<file path="config.mk">
export PLATFORM = sky130hd
export DESIGN_NAME = ordered_list_engine
export DESIGN_NICKNAME = d
export VERILOG_FILES = /design/src/rtl/core/ole_pkg.sv /design/src/rtl/core/ordered_list_engine.sv /design/src/rtl/core/ole_mem.sv
export SDC_FILE = /design/constraint.sdc
export NUM_CORES = 1
export LEC_CHECK = 0
export ABC_AREA = 1
export BUFFER_PORTS_ARGS = -buffer_cell sky130_fd_sc_hd__buf_4
export CAP_MARGIN = 20
export CORE_MARGIN = 5
export CORE_UTILIZATION = 37
export DETAILED_ROUTE_END_ITERATION = 6
export GPL_TIMING_DRIVEN = 0
export PLACE_DENSITY_LB_ADDON = 0.1
export SKIP_LAST_GASP = 1
export SYNTH_ARGS = -nofsm -noshare
export SYNTH_HDL_FRONTEND = slang
export SYNTH_SLANG_ARGS = --single-unit
</file>
<file path="constraint.sdc">
create_clock -name clk -period 10.9 [get_ports clk]
set_input_delay 0.545 -clock clk [delete_from_list [all_inputs] [get_ports clk]]
set_output_delay 0.545 -clock clk [all_outputs]
set_load 0.01 [all_outputs]
</file>
<file path="src/rtl/core/ole_pkg.sv">
`default_nettype none

package ole_pkg;

    // Entry storage
    localparam int DEPTH_DEFAULT = 16;
    localparam int DATA_W        = 32;

    // Port field widths
    localparam int REQ_W = 3;
    localparam int POS_W = 8;
    localparam int RES_W = 11;

    // Width for position and count arithmetic (count up to 1024, plus one)
    localparam int CALC_W = 12;

    typedef enum logic [REQ_W-1:0] {
        REQ_INS_FIRST = 3'd0,
        REQ_INS_LAST  = 3'd1,
        REQ_INS_POS   = 3'd2,
        REQ_DEL_FIRST = 3'd3,
        REQ_DEL_LAST  = 3'd4,
        REQ_DEL_POS   = 3'd5,
        REQ_COUNT     = 3'd6,
        REQ_SEARCH    = 3'd7
    } req_t;

    typedef enum logic [1:0] {
        ST_OK     = 2'd0,
        ST_BADPOS = 2'd1,
        ST_FULL   = 2'd2,
        ST_EMPTY  = 2'd3
    } status_t;

    // Kind of walk the sequencer runs over the entries
    typedef enum logic [2:0] {
        MODE_INS  = 3'b001,
        MODE_DEL  = 3'b010,
        MODE_SRCH = 3'b100
    } mode_t;

endpackage : ole_pkg

`default_nettype wire

</file>
<file path="src/rtl/core/ordered_list_engine.sv">
`default_nettype none

// Ordered list engine: holds up to DEPTH signed 32-bit values in order and
// serves insert, delete, count and search requests, one at a time. Raise
// start with the request fields while busy is low; the request is taken at
// that edge, and busy is high while it walks or writes the entries. Every
// request gives exactly one result beat: done is high for a single cycle
// with status, found, found_position and entry_count valid. The receiver
// cannot stall, so capture the result in the cycle done is high. Count,
// delete last, delete at the last position, search on an empty list and
// every request rejected with a status code answer in the cycle after
// start. The entries live in a single-port-write, registered-read memory,
// and one sequencer walks it one entry per cycle. With L the entry count,
// insert at 1-based position p <= L moves entries p..L up by one, then
// writes the value (an append, p = L+1, writes it at once); delete at
// position p < L moves entries p+1..L down by one (delete first is p = 1);
// a search stops at a hit or after position L. Insert at a valid position
// into a full list reports list full and drops the value; delete first or
// last on an empty list reports list empty.
module ordered_list_engine #(
    parameter int DEPTH = ole_pkg::DEPTH_DEFAULT
) (
    input  wire logic                               clk,
    input  wire logic                               rst_n,
    input  wire logic                               start,
    output logic                                    busy,
    input  wire logic        [ole_pkg::REQ_W-1:0]   req_type,
    input  wire logic signed [ole_pkg::DATA_W-1:0]  value,
    input  wire logic        [ole_pkg::POS_W-1:0]   position,
    output logic                                    done,
    output logic             [1:0]                  status,
    output logic                                    found,
    output logic             [ole_pkg::RES_W-1:0]   found_position,
    output logic             [ole_pkg::RES_W-1:0]   entry_count
);

    localparam int AW = $clog2(DEPTH);
    localparam int CW = $clog2(DEPTH + 1);
    localparam int XW = ole_pkg::CALC_W;

    typedef enum logic [2:0] {
        S_IDLE = 3'b001,
        S_RUN  = 3'b010,
        S_FIN  = 3'b100
    } state_t;

    // Sequencer state
    state_t                     state_reg,    state_next;
    ole_pkg::mode_t             mode_reg,     mode_next;
    logic [CW-1:0]              len_reg,      len_next;
    logic [CW-1:0]              left_reg,     left_next;
    logic [AW-1:0]              rd_addr_reg,  rd_addr_next;
    logic                       pend_reg,     pend_next;
    logic [AW-1:0]              pend_addr_reg, pend_addr_next;
    logic [AW-1:0]              idx_reg,      idx_next;
    logic [ole_pkg::DATA_W-1:0] value_reg,    value_next;

    // Result beat
    logic                       done_reg,     done_next;
    logic [1:0]                 status_reg,   status_next;
    logic                       found_reg,    found_next;
    logic [ole_pkg::RES_W-1:0]  fpos_reg,     fpos_next;

    // Memory port
    logic                       mem_we;
    logic [AW-1:0]              mem_waddr;
    logic [ole_pkg::DATA_W-1:0] mem_wdata;
    logic                       mem_re;
    logic [ole_pkg::DATA_W-1:0] mem_rdata;

    // Shared step unit: address advance, write-back target, compare
    logic [AW-1:0]              step_addr;
    logic [AW-1:0]              dst_addr;
    logic                       hit;
    logic [ole_pkg::RES_W-1:0]  hit_pos;

    // Request decode
    logic [XW-1:0]              len_x;
    logic [XW-1:0]              pos_x;
    logic [XW-1:0]              ins_pos_x;
    logic [XW-1:0]              ins_idx_x;
    logic [XW-1:0]              del_idx_x;
    logic [XW-1:0]              ins_cnt_x;
    logic [XW-1:0]              del_cnt_x;
    logic                       run_issue;
    logic                       srch_hit;

    ole_mem #(
        .DEPTH (DEPTH),
        .AW    (AW)
    ) u_mem (
        .clk   (clk),
        .we    (mem_we),
        .waddr (mem_waddr),
        .wdata (mem_wdata),
        .re    (mem_re),
        .raddr (rd_addr_reg),
        .rdata (mem_rdata)
    );

    // Inserts walk down from the tail, deletes and searches walk up.
    assign step_addr = (mode_reg == ole_pkg::MODE_INS) ? rd_addr_reg - AW'(1)
                                                       : rd_addr_reg + AW'(1);
    assign dst_addr  = (mode_reg == ole_pkg::MODE_INS) ? pend_addr_reg + AW'(1)
                                                       : pend_addr_reg - AW'(1);
    assign hit       = (mem_rdata == value_reg);
    assign hit_pos   = ole_pkg::RES_W'(pend_addr_reg) + ole_pkg::RES_W'(1);

    assign len_x     = XW'(len_reg);
    assign pos_x     = XW'(position);
    assign ins_pos_x = (req_type == ole_pkg::REQ_INS_FIRST) ? XW'(1)
                     : (req_type == ole_pkg::REQ_INS_LAST)  ? len_x + XW'(1)
                     : pos_x;
    assign ins_idx_x = ins_pos_x - XW'(1);
    assign del_idx_x = (req_type == ole_pkg::REQ_DEL_FIRST) ? XW'(0) : pos_x - XW'(1);
    assign ins_cnt_x = len_x - ins_idx_x;
    assign del_cnt_x = len_x - XW'(1) - del_idx_x;

    assign srch_hit  = (mode_reg == ole_pkg::MODE_SRCH) && pend_reg && hit;
    assign run_issue = (left_reg != '0) && !srch_hit;

    always_comb
    begin
        state_next     = state_reg;
        mode_next      = mode_reg;
        len_next       = len_reg;
        left_next      = left_reg;
        rd_addr_next   = rd_addr_reg;
        pend_next      = 1'b0;
        pend_addr_next = pend_addr_reg;
        idx_next       = idx_reg;
        value_next     = value_reg;
        done_next      = 1'b0;
        status_next    = ole_pkg::ST_OK;
        found_next     = 1'b0;
        fpos_next      = '0;
        mem_we         = 1'b0;
        mem_waddr      = dst_addr;
        mem_wdata      = mem_rdata;
        mem_re         = 1'b0;

        case (state_reg)
            S_IDLE:
            begin
                if (start)
                begin
                    value_next = value;
                    case (req_type)
                        ole_pkg::REQ_INS_FIRST,
                        ole_pkg::REQ_INS_LAST,
                        ole_pkg::REQ_INS_POS:
                        begin
                            mode_next = ole_pkg::MODE_INS;
                            idx_next  = AW'(ins_idx_x);
                            if (ins_pos_x == '0 || ins_pos_x > len_x + XW'(1))
                            begin
                                done_next   = 1'b1;
                                status_next = ole_pkg::ST_BADPOS;
                            end
                            else if (len_x >= XW'(DEPTH))
                            begin
                                done_next   = 1'b1;
                                status_next = ole_pkg::ST_FULL;
                            end
                            else if (ins_cnt_x == '0)
                            begin
                                state_next = S_FIN;
                            end
                            else
                            begin
                                // Open a gap: move entries idx..L-1 up by one.
                                state_next   = S_RUN;
                                rd_addr_next = AW'(len_x - XW'(1));
                                left_next    = CW'(ins_cnt_x);
                            end
                        end
                        ole_pkg::REQ_DEL_LAST:
                        begin
                            done_next = 1'b1;
                            if (len_reg == '0)
                            begin
                                status_next = ole_pkg::ST_EMPTY;
                            end
                            else
                            begin
                                len_next = len_reg - CW'(1);
                            end
                        end
                        ole_pkg::REQ_DEL_FIRST,
                        ole_pkg::REQ_DEL_POS:
                        begin
                            mode_next = ole_pkg::MODE_DEL;
                            if (req_type == ole_pkg::REQ_DEL_FIRST && len_reg == '0)
                            begin
                                done_next   = 1'b1;
                                status_next = ole_pkg::ST_EMPTY;
                            end
                            else if (req_type == ole_pkg::REQ_DEL_POS &&
                                     (pos_x == '0 || pos_x > len_x))
                            begin
                                done_next   = 1'b1;
                                status_next = ole_pkg::ST_BADPOS;
                            end
                            else if (del_cnt_x == '0)
                            begin
                                done_next = 1'b1;
                                len_next  = len_reg - CW'(1);
                            end
                            else
                            begin
                                // Close the gap: move entries idx+1..L-1 down by one.
                                state_next   = S_RUN;
                                rd_addr_next = AW'(del_idx_x + XW'(1));
                                left_next    = CW'(del_cnt_x);
                            end
                        end
                        ole_pkg::REQ_COUNT:
                        begin
                            done_next = 1'b1;
                        end
                        ole_pkg::REQ_SEARCH:
                        begin
                            mode_next = ole_pkg::MODE_SRCH;
                            if (len_reg == '0)
                            begin
                                done_next = 1'b1;
                            end
                            else
                            begin
                                state_next   = S_RUN;
                                rd_addr_next = '0;
                                left_next    = len_reg;
                            end
                        end
                        default:
                        begin
                            done_next = 1'b1;
                        end
                    endcase
                end
            end

            S_RUN:
            begin
                // Retire the entry read last cycle.
                if (pend_reg)
                begin
                    if (mode_reg == ole_pkg::MODE_SRCH)
                    begin
                        if (hit)
                        begin
                            done_next  = 1'b1;
                            found_next = 1'b1;
                            fpos_next  = hit_pos;
                            state_next = S_IDLE;
                        end
                    end
                    else
                    begin
                        mem_we = 1'b1;
                    end
                end

                // Issue the next read.
                if (run_issue)
                begin
                    mem_re         = 1'b1;
                    rd_addr_next   = step_addr;
                    left_next      = left_reg - CW'(1);
                    pend_next      = 1'b1;
                    pend_addr_next = rd_addr_reg;
                end

                // Walk finished with the last entry retired.
                if (left_reg == '0 && pend_reg && !srch_hit)
                begin
                    case (mode_reg)
                        ole_pkg::MODE_INS:
                        begin
                            state_next = S_FIN;
                        end
                        ole_pkg::MODE_DEL:
                        begin
                            state_next = S_IDLE;
                            done_next  = 1'b1;
                            len_next   = len_reg - CW'(1);
                        end
                        default:
                        begin
                            state_next = S_IDLE;
                            done_next  = 1'b1;
                        end
                    endcase
                end
            end

            S_FIN:
            begin
                // Drop the new value into the opened slot.
                mem_we     = 1'b1;
                mem_waddr  = idx_reg;
                mem_wdata  = value_reg;
                len_next   = len_reg + CW'(1);
                done_next  = 1'b1;
                state_next = S_IDLE;
            end

            default:
            begin
                state_next = S_IDLE;
            end
        endcase
    end

    always_ff @(posedge clk or negedge rst_n)
    begin
        if (!rst_n)
        begin
            state_reg <= S_IDLE;
            len_reg   <= '0;
            pend_reg  <= 1'b0;
            done_reg  <= 1'b0;
        end
        else
        begin
            state_reg <= state_next;
            len_reg   <= len_next;
            pend_reg  <= pend_next;
            done_reg  <= done_next;
        end
    end

    // Payload and walk bookkeeping: no reset needed.
    always_ff @(posedge clk)
    begin
        mode_reg      <= mode_next;
        left_reg      <= left_next;
        rd_addr_reg   <= rd_addr_next;
        pend_addr_reg <= pend_addr_next;
        idx_reg       <= idx_next;
        value_reg     <= value_next;
        status_reg    <= status_next;
        found_reg     <= found_next;
        fpos_reg      <= fpos_next;
    end

    assign busy           = (state_reg != S_IDLE);
    assign done           = done_reg;
    assign status         = status_reg;
    assign found          = found_reg;
    assign found_position = fpos_reg;
    assign entry_count    = ole_pkg::RES_W'(len_reg);

endmodule : ordered_list_engine

`default_nettype wire

</file>
<file path="src/rtl/core/ole_mem.sv">
`default_nettype none

// Entry store: one write port, one read port with registered read data.
module ole_mem #(
    parameter int DEPTH = ole_pkg::DEPTH_DEFAULT,
    parameter int AW    = $clog2(ole_pkg::DEPTH_DEFAULT)
) (
    input  wire logic                        clk,
    input  wire logic                        we,
    input  wire logic [AW-1:0]               waddr,
    input  wire logic [ole_pkg::DATA_W-1:0]  wdata,
    input  wire logic                        re,
    input  wire logic [AW-1:0]               raddr,
    output logic      [ole_pkg::DATA_W-1:0]  rdata
);

    logic [ole_pkg::DATA_W-1:0] mem_reg [DEPTH];

    always_ff @(posedge clk)
    begin
        if (we)
        begin
            mem_reg[waddr] <= wdata;
        end
    end

    always_ff @(posedge clk)
    begin
        if (re)
        begin
            rdata <= mem_reg[raddr];
        end
    end

endmodule : ole_mem

`default_nettype wire
</file>
==> impl_metrics.env <==
export IMPL_status="complete, no violations"
export IMPL_cp_max_fo=12
export IMPL_cts_setup_buffers=0
export IMPL_min_period_ps=4830
export IMPL_synth_edff_count=596
export IMPL_fp_row_count=98
export IMPL_synthXorXnorAreaFrac_pct=1.79
export IMPL_yosys_area_share_simple_pct=10.8
export IMPL_dr_first_iter_drc_count=2086
export IMPL_cp_arrival_ps=5050
export IMPL_final_cell_mix="596 x edfxtp_1, 313 x nor2_1, 277 x o21ai_0"
export IMPL_grt_overflow=0
export IMPL_grt_usage_pct=24.1
export IMPL_synth_largest_area_cell="edfxtp_1"
export IMPL_ctsRootBufferMaster="clkbuf_16"
export IMPL_cts_buffers=69
export IMPL_worst_slew_pin_slew_ps=1180
export IMPL_ys_ff_latch=614
export IMPL_setup_worst_path_class="reg2reg"
export IMPL_cp_data_required_time_ps=11130
export IMPL_setup_slack_ps=6070
export IMPL_min_from="value[17]"
export IMPL_relSlewSlack_pct=21.0
export IMPL_end_kind="flip-flop"
export IMPL_die_y_um=277
export IMPL_antenna_left=0
export IMPL_ys_seq_area_share_pct=69.3
export IMPL_dieArea_um2=76800
export IMPL_hold_viol=0
export IMPL_comb_power_share_pct=38.3
export IMPL_syn_area_um2=26400
export IMPL_swShare_pct=40.7
export IMPL_layout_area_overhead_vs_synth_pct=17.9
export IMPL_synth_compound_gate_area_share_pct=11.4
export IMPL_cap_violations=0
export IMPL_rsz0062_at_grt="false"
export IMPL_synthAdderAreaFrac_pct=2.18
export IMPL_wirelength_um=95900
export IMPL_nets=2405
export IMPL_grt_pass1_wl_um=133000
export IMPL_antenna_found_initial=0
export IMPL_skew_ps=28.2
export IMPL_wl_per_cell_um=28.9
export IMPL_p_int_mw=5.10
export IMPL_crit_path_top_delay_cell="dfrtp_1"
export IMPL_layout_commonest_cell="edfxtp_1"
export IMPL_crit_chain="inv_1 -> ha_1 -> nand3_1 -> nand2_1 -> inv_2 -> ha_1 -> nand3_1 -> nand2_1 -> inv_1 -> ha_1 -> a21oi_1 -> o21ai_0 -> nand2_1 -> nand2_1 -> nand2_1 -> nor2_1 -> nand3_1 -> nand2_1 -> nand2_1 -> nand2_1 -> nand3_1 -> nand2_1 -> a21oi_1"
export IMPL_drive_above_1_share_pct=12.1
export IMPL_postSynthAreaPerCell_um2=12.4
export IMPL_htreeDepth=3
export IMPL_clockBufferDepth=3
export IMPL_vias_per_cell=5.63
export IMPL_num_vias=18700
export IMPL_crit_cells=23
export IMPL_postSynthCellCount=2136
export IMPL_finalSetupTns_ps=0
export IMPL_synth_top_family_by_area="compound AO/OA/AOI/OAI gates"
export IMPL_ff2ff_path_depth=23
export IMPL_peakVddDrop_mv=0.144
export IMPL_synth_mux_area_share_pct=1.15
export IMPL_dp_hpwl_um=63900
export IMPL_timing_rr_start="len_reg[0]$_DFFE_PN0P_"
export IMPL_slew_violations=0
export IMPL_largest_register_ffs=512
export IMPL_port_buffer_count=60
export IMPL_grt_max_degree=23
export IMPL_clk_latency_ps=620
export IMPL_fp_dieW_um=277
export IMPL_crit_path_start_kind="flip-flop"
export IMPL_fmax_mhz=207
export IMPL_initial_core_util_pct=37.1
export IMPL_startpoint="len_reg[0]$_DFFE_PN0P_"
export IMPL_ys_warn_count=0
export IMPL_sequentialPowerShare_pct=35.7
export IMPL_min_path_cells=1
export IMPL_dr_pass1_iters=5
export IMPL_drc=0
export IMPL_power_density_nw_per_um2=277
export IMPL_cpPeakStageDelay_ps=740
export IMPL_p_leak_nw=10.6
export IMPL_fillers=6593
export IMPL_grt_pass1_vias=18100
export IMPL_hold_path_class="in2reg"
export IMPL_finalSetupViolations=0
export IMPL_crit_family="simple AND/OR/NAND/NOR gates"
export IMPL_tritoncts="built"
export IMPL_core_um2=71100
export IMPL_clkPwrFrac_pct=26.0
export IMPL_synth_area_leaders="edfxtp_1 68%, o21ai_0 5.3%, nor2_1 4.7%"
export IMPL_path_buf_inv=3
export IMPL_switchingPower_mw=3.51
export IMPL_fin_crit_sh_pct=44.3
export IMPL_crit_top_cell="nand2_1"
export IMPL_io_pin_count=73
export IMPL_postCtsResizedCells=0
export IMPL_synthArstFlopShare_pct=1.63
export IMPL_diodes=0
export IMPL_clk_pin_slew_ps=60
export IMPL_synth_top_area_share_pct=67.8
export IMPL_synth_cell_types=48
export IMPL_cts_sinks=614
export IMPL_place_gp_congestion=0.872
export IMPL_synthFlopType="edfxtp_1"
export IMPL_pre_cts_ws_ps=6090
logic make-up after synthesis:
logic type,count (synthesis)
buffers and inverters,219
xor gates and xnor gates,54
DFF,614
other,1
and+or+nand+nor,685
adders and majority gates,43
muxes,27
AOI/OAI and AO/OA,493
metrics by stage:
step | cells | cell area (um2) | hold WS, ps | power (mW) | utilization [%]
2_1_floorplan | 2147 | 26400 | 249 | 4.89 | -
3_3_place_gp | 3157 | 28100 | 384 | 6.28 | 39.5
3_5_place_dp | 3193 | 29000 | 384 | 6.38 | 40.7
4_1_cts | 3313 | 31100 | 75.2 | 8.62 | 43.8
5_1_grt | 3314 | 31100 | 83.4 | 8.98 | 43.8
6_report | 3314 | 31100 | 104 | 8.61 | 43.8
cell type report:
cell class	instances	area [um2]	share of cell area, %
multi-input cells	1314	7390	23.7
clock inverters	30	244	0.784
plain buffers	125	524	1.68
flip-flops and latches	614	18300	58.8
clock buffers	89	1890	6.06
well taps	950	1190	3.82
repair buffers	98	1230	3.96
inverters	94	353	1.13
power groups by stage:
stage	clock, mW	combinational (mW)	sequential (mW)
6_report	2.24	3.30	3.08
5_1_grt	2.37	3.53	3.08
4_1_cts	2.27	3.27	3.07
3_5_place_dp	0	3.26	3.12
3_3_place_gp	0	3.15	3.13
2_1_floorplan	0	1.82	3.07
metal layers:
layer  vias to the layer above  track usage [%]  part of all wire, %
met4                         0             8.65                  3.5
met2                       886             40.6                   48
li1                       8214                -                    -
met3                       165             4.00                  7.9
met5                         -                0                    0
met1                      9388             31.8                   40
cell usage after synthesis (12+ instances only):
cell type,count
a21oi_1,29
buf_4,12
clkbuf_1,95
edfxtp_1,596
ha_1,38
inv_1,87
mux2_2,27
nand2_1,207
nand3_1,86
nand4_1,18
nor2_1,330
o211ai_1,33
o21ai_0,281
o221ai_1,98
o22ai_1,34
xnor2_1,37
xor2_1,17
what timing repair did:
| item | 4_1_cts | 5_1_grt |
|---|---|---|
| hold buffers | 1 | 0 |
| setup endpoints to repair | 0 | 0 |
| hold endpoints to repair | 10 | 0 |
worst paths after layout:
| check | slack [ps] | to |
|---|---|---|
| min in group asynchronous | 300 | len_reg[3]$_DFFE_PN0P_ |
| max in group asynchronous | 10360 | state_reg[0]$_DFFE_PN1P_ |
| max | 6070 | left_reg[2]$_DFFE_PP_ |
| max reg2reg | 6070 | left_reg[2]$_DFFE_PP_ |
| min reg2reg | 560 | pend_addr_reg[3]$_DFFE_PP_ |
| min | 100 | value_reg[17]$_DFFE_PP_ |
No activity file was read; power rests on OpenSTA's default activity.
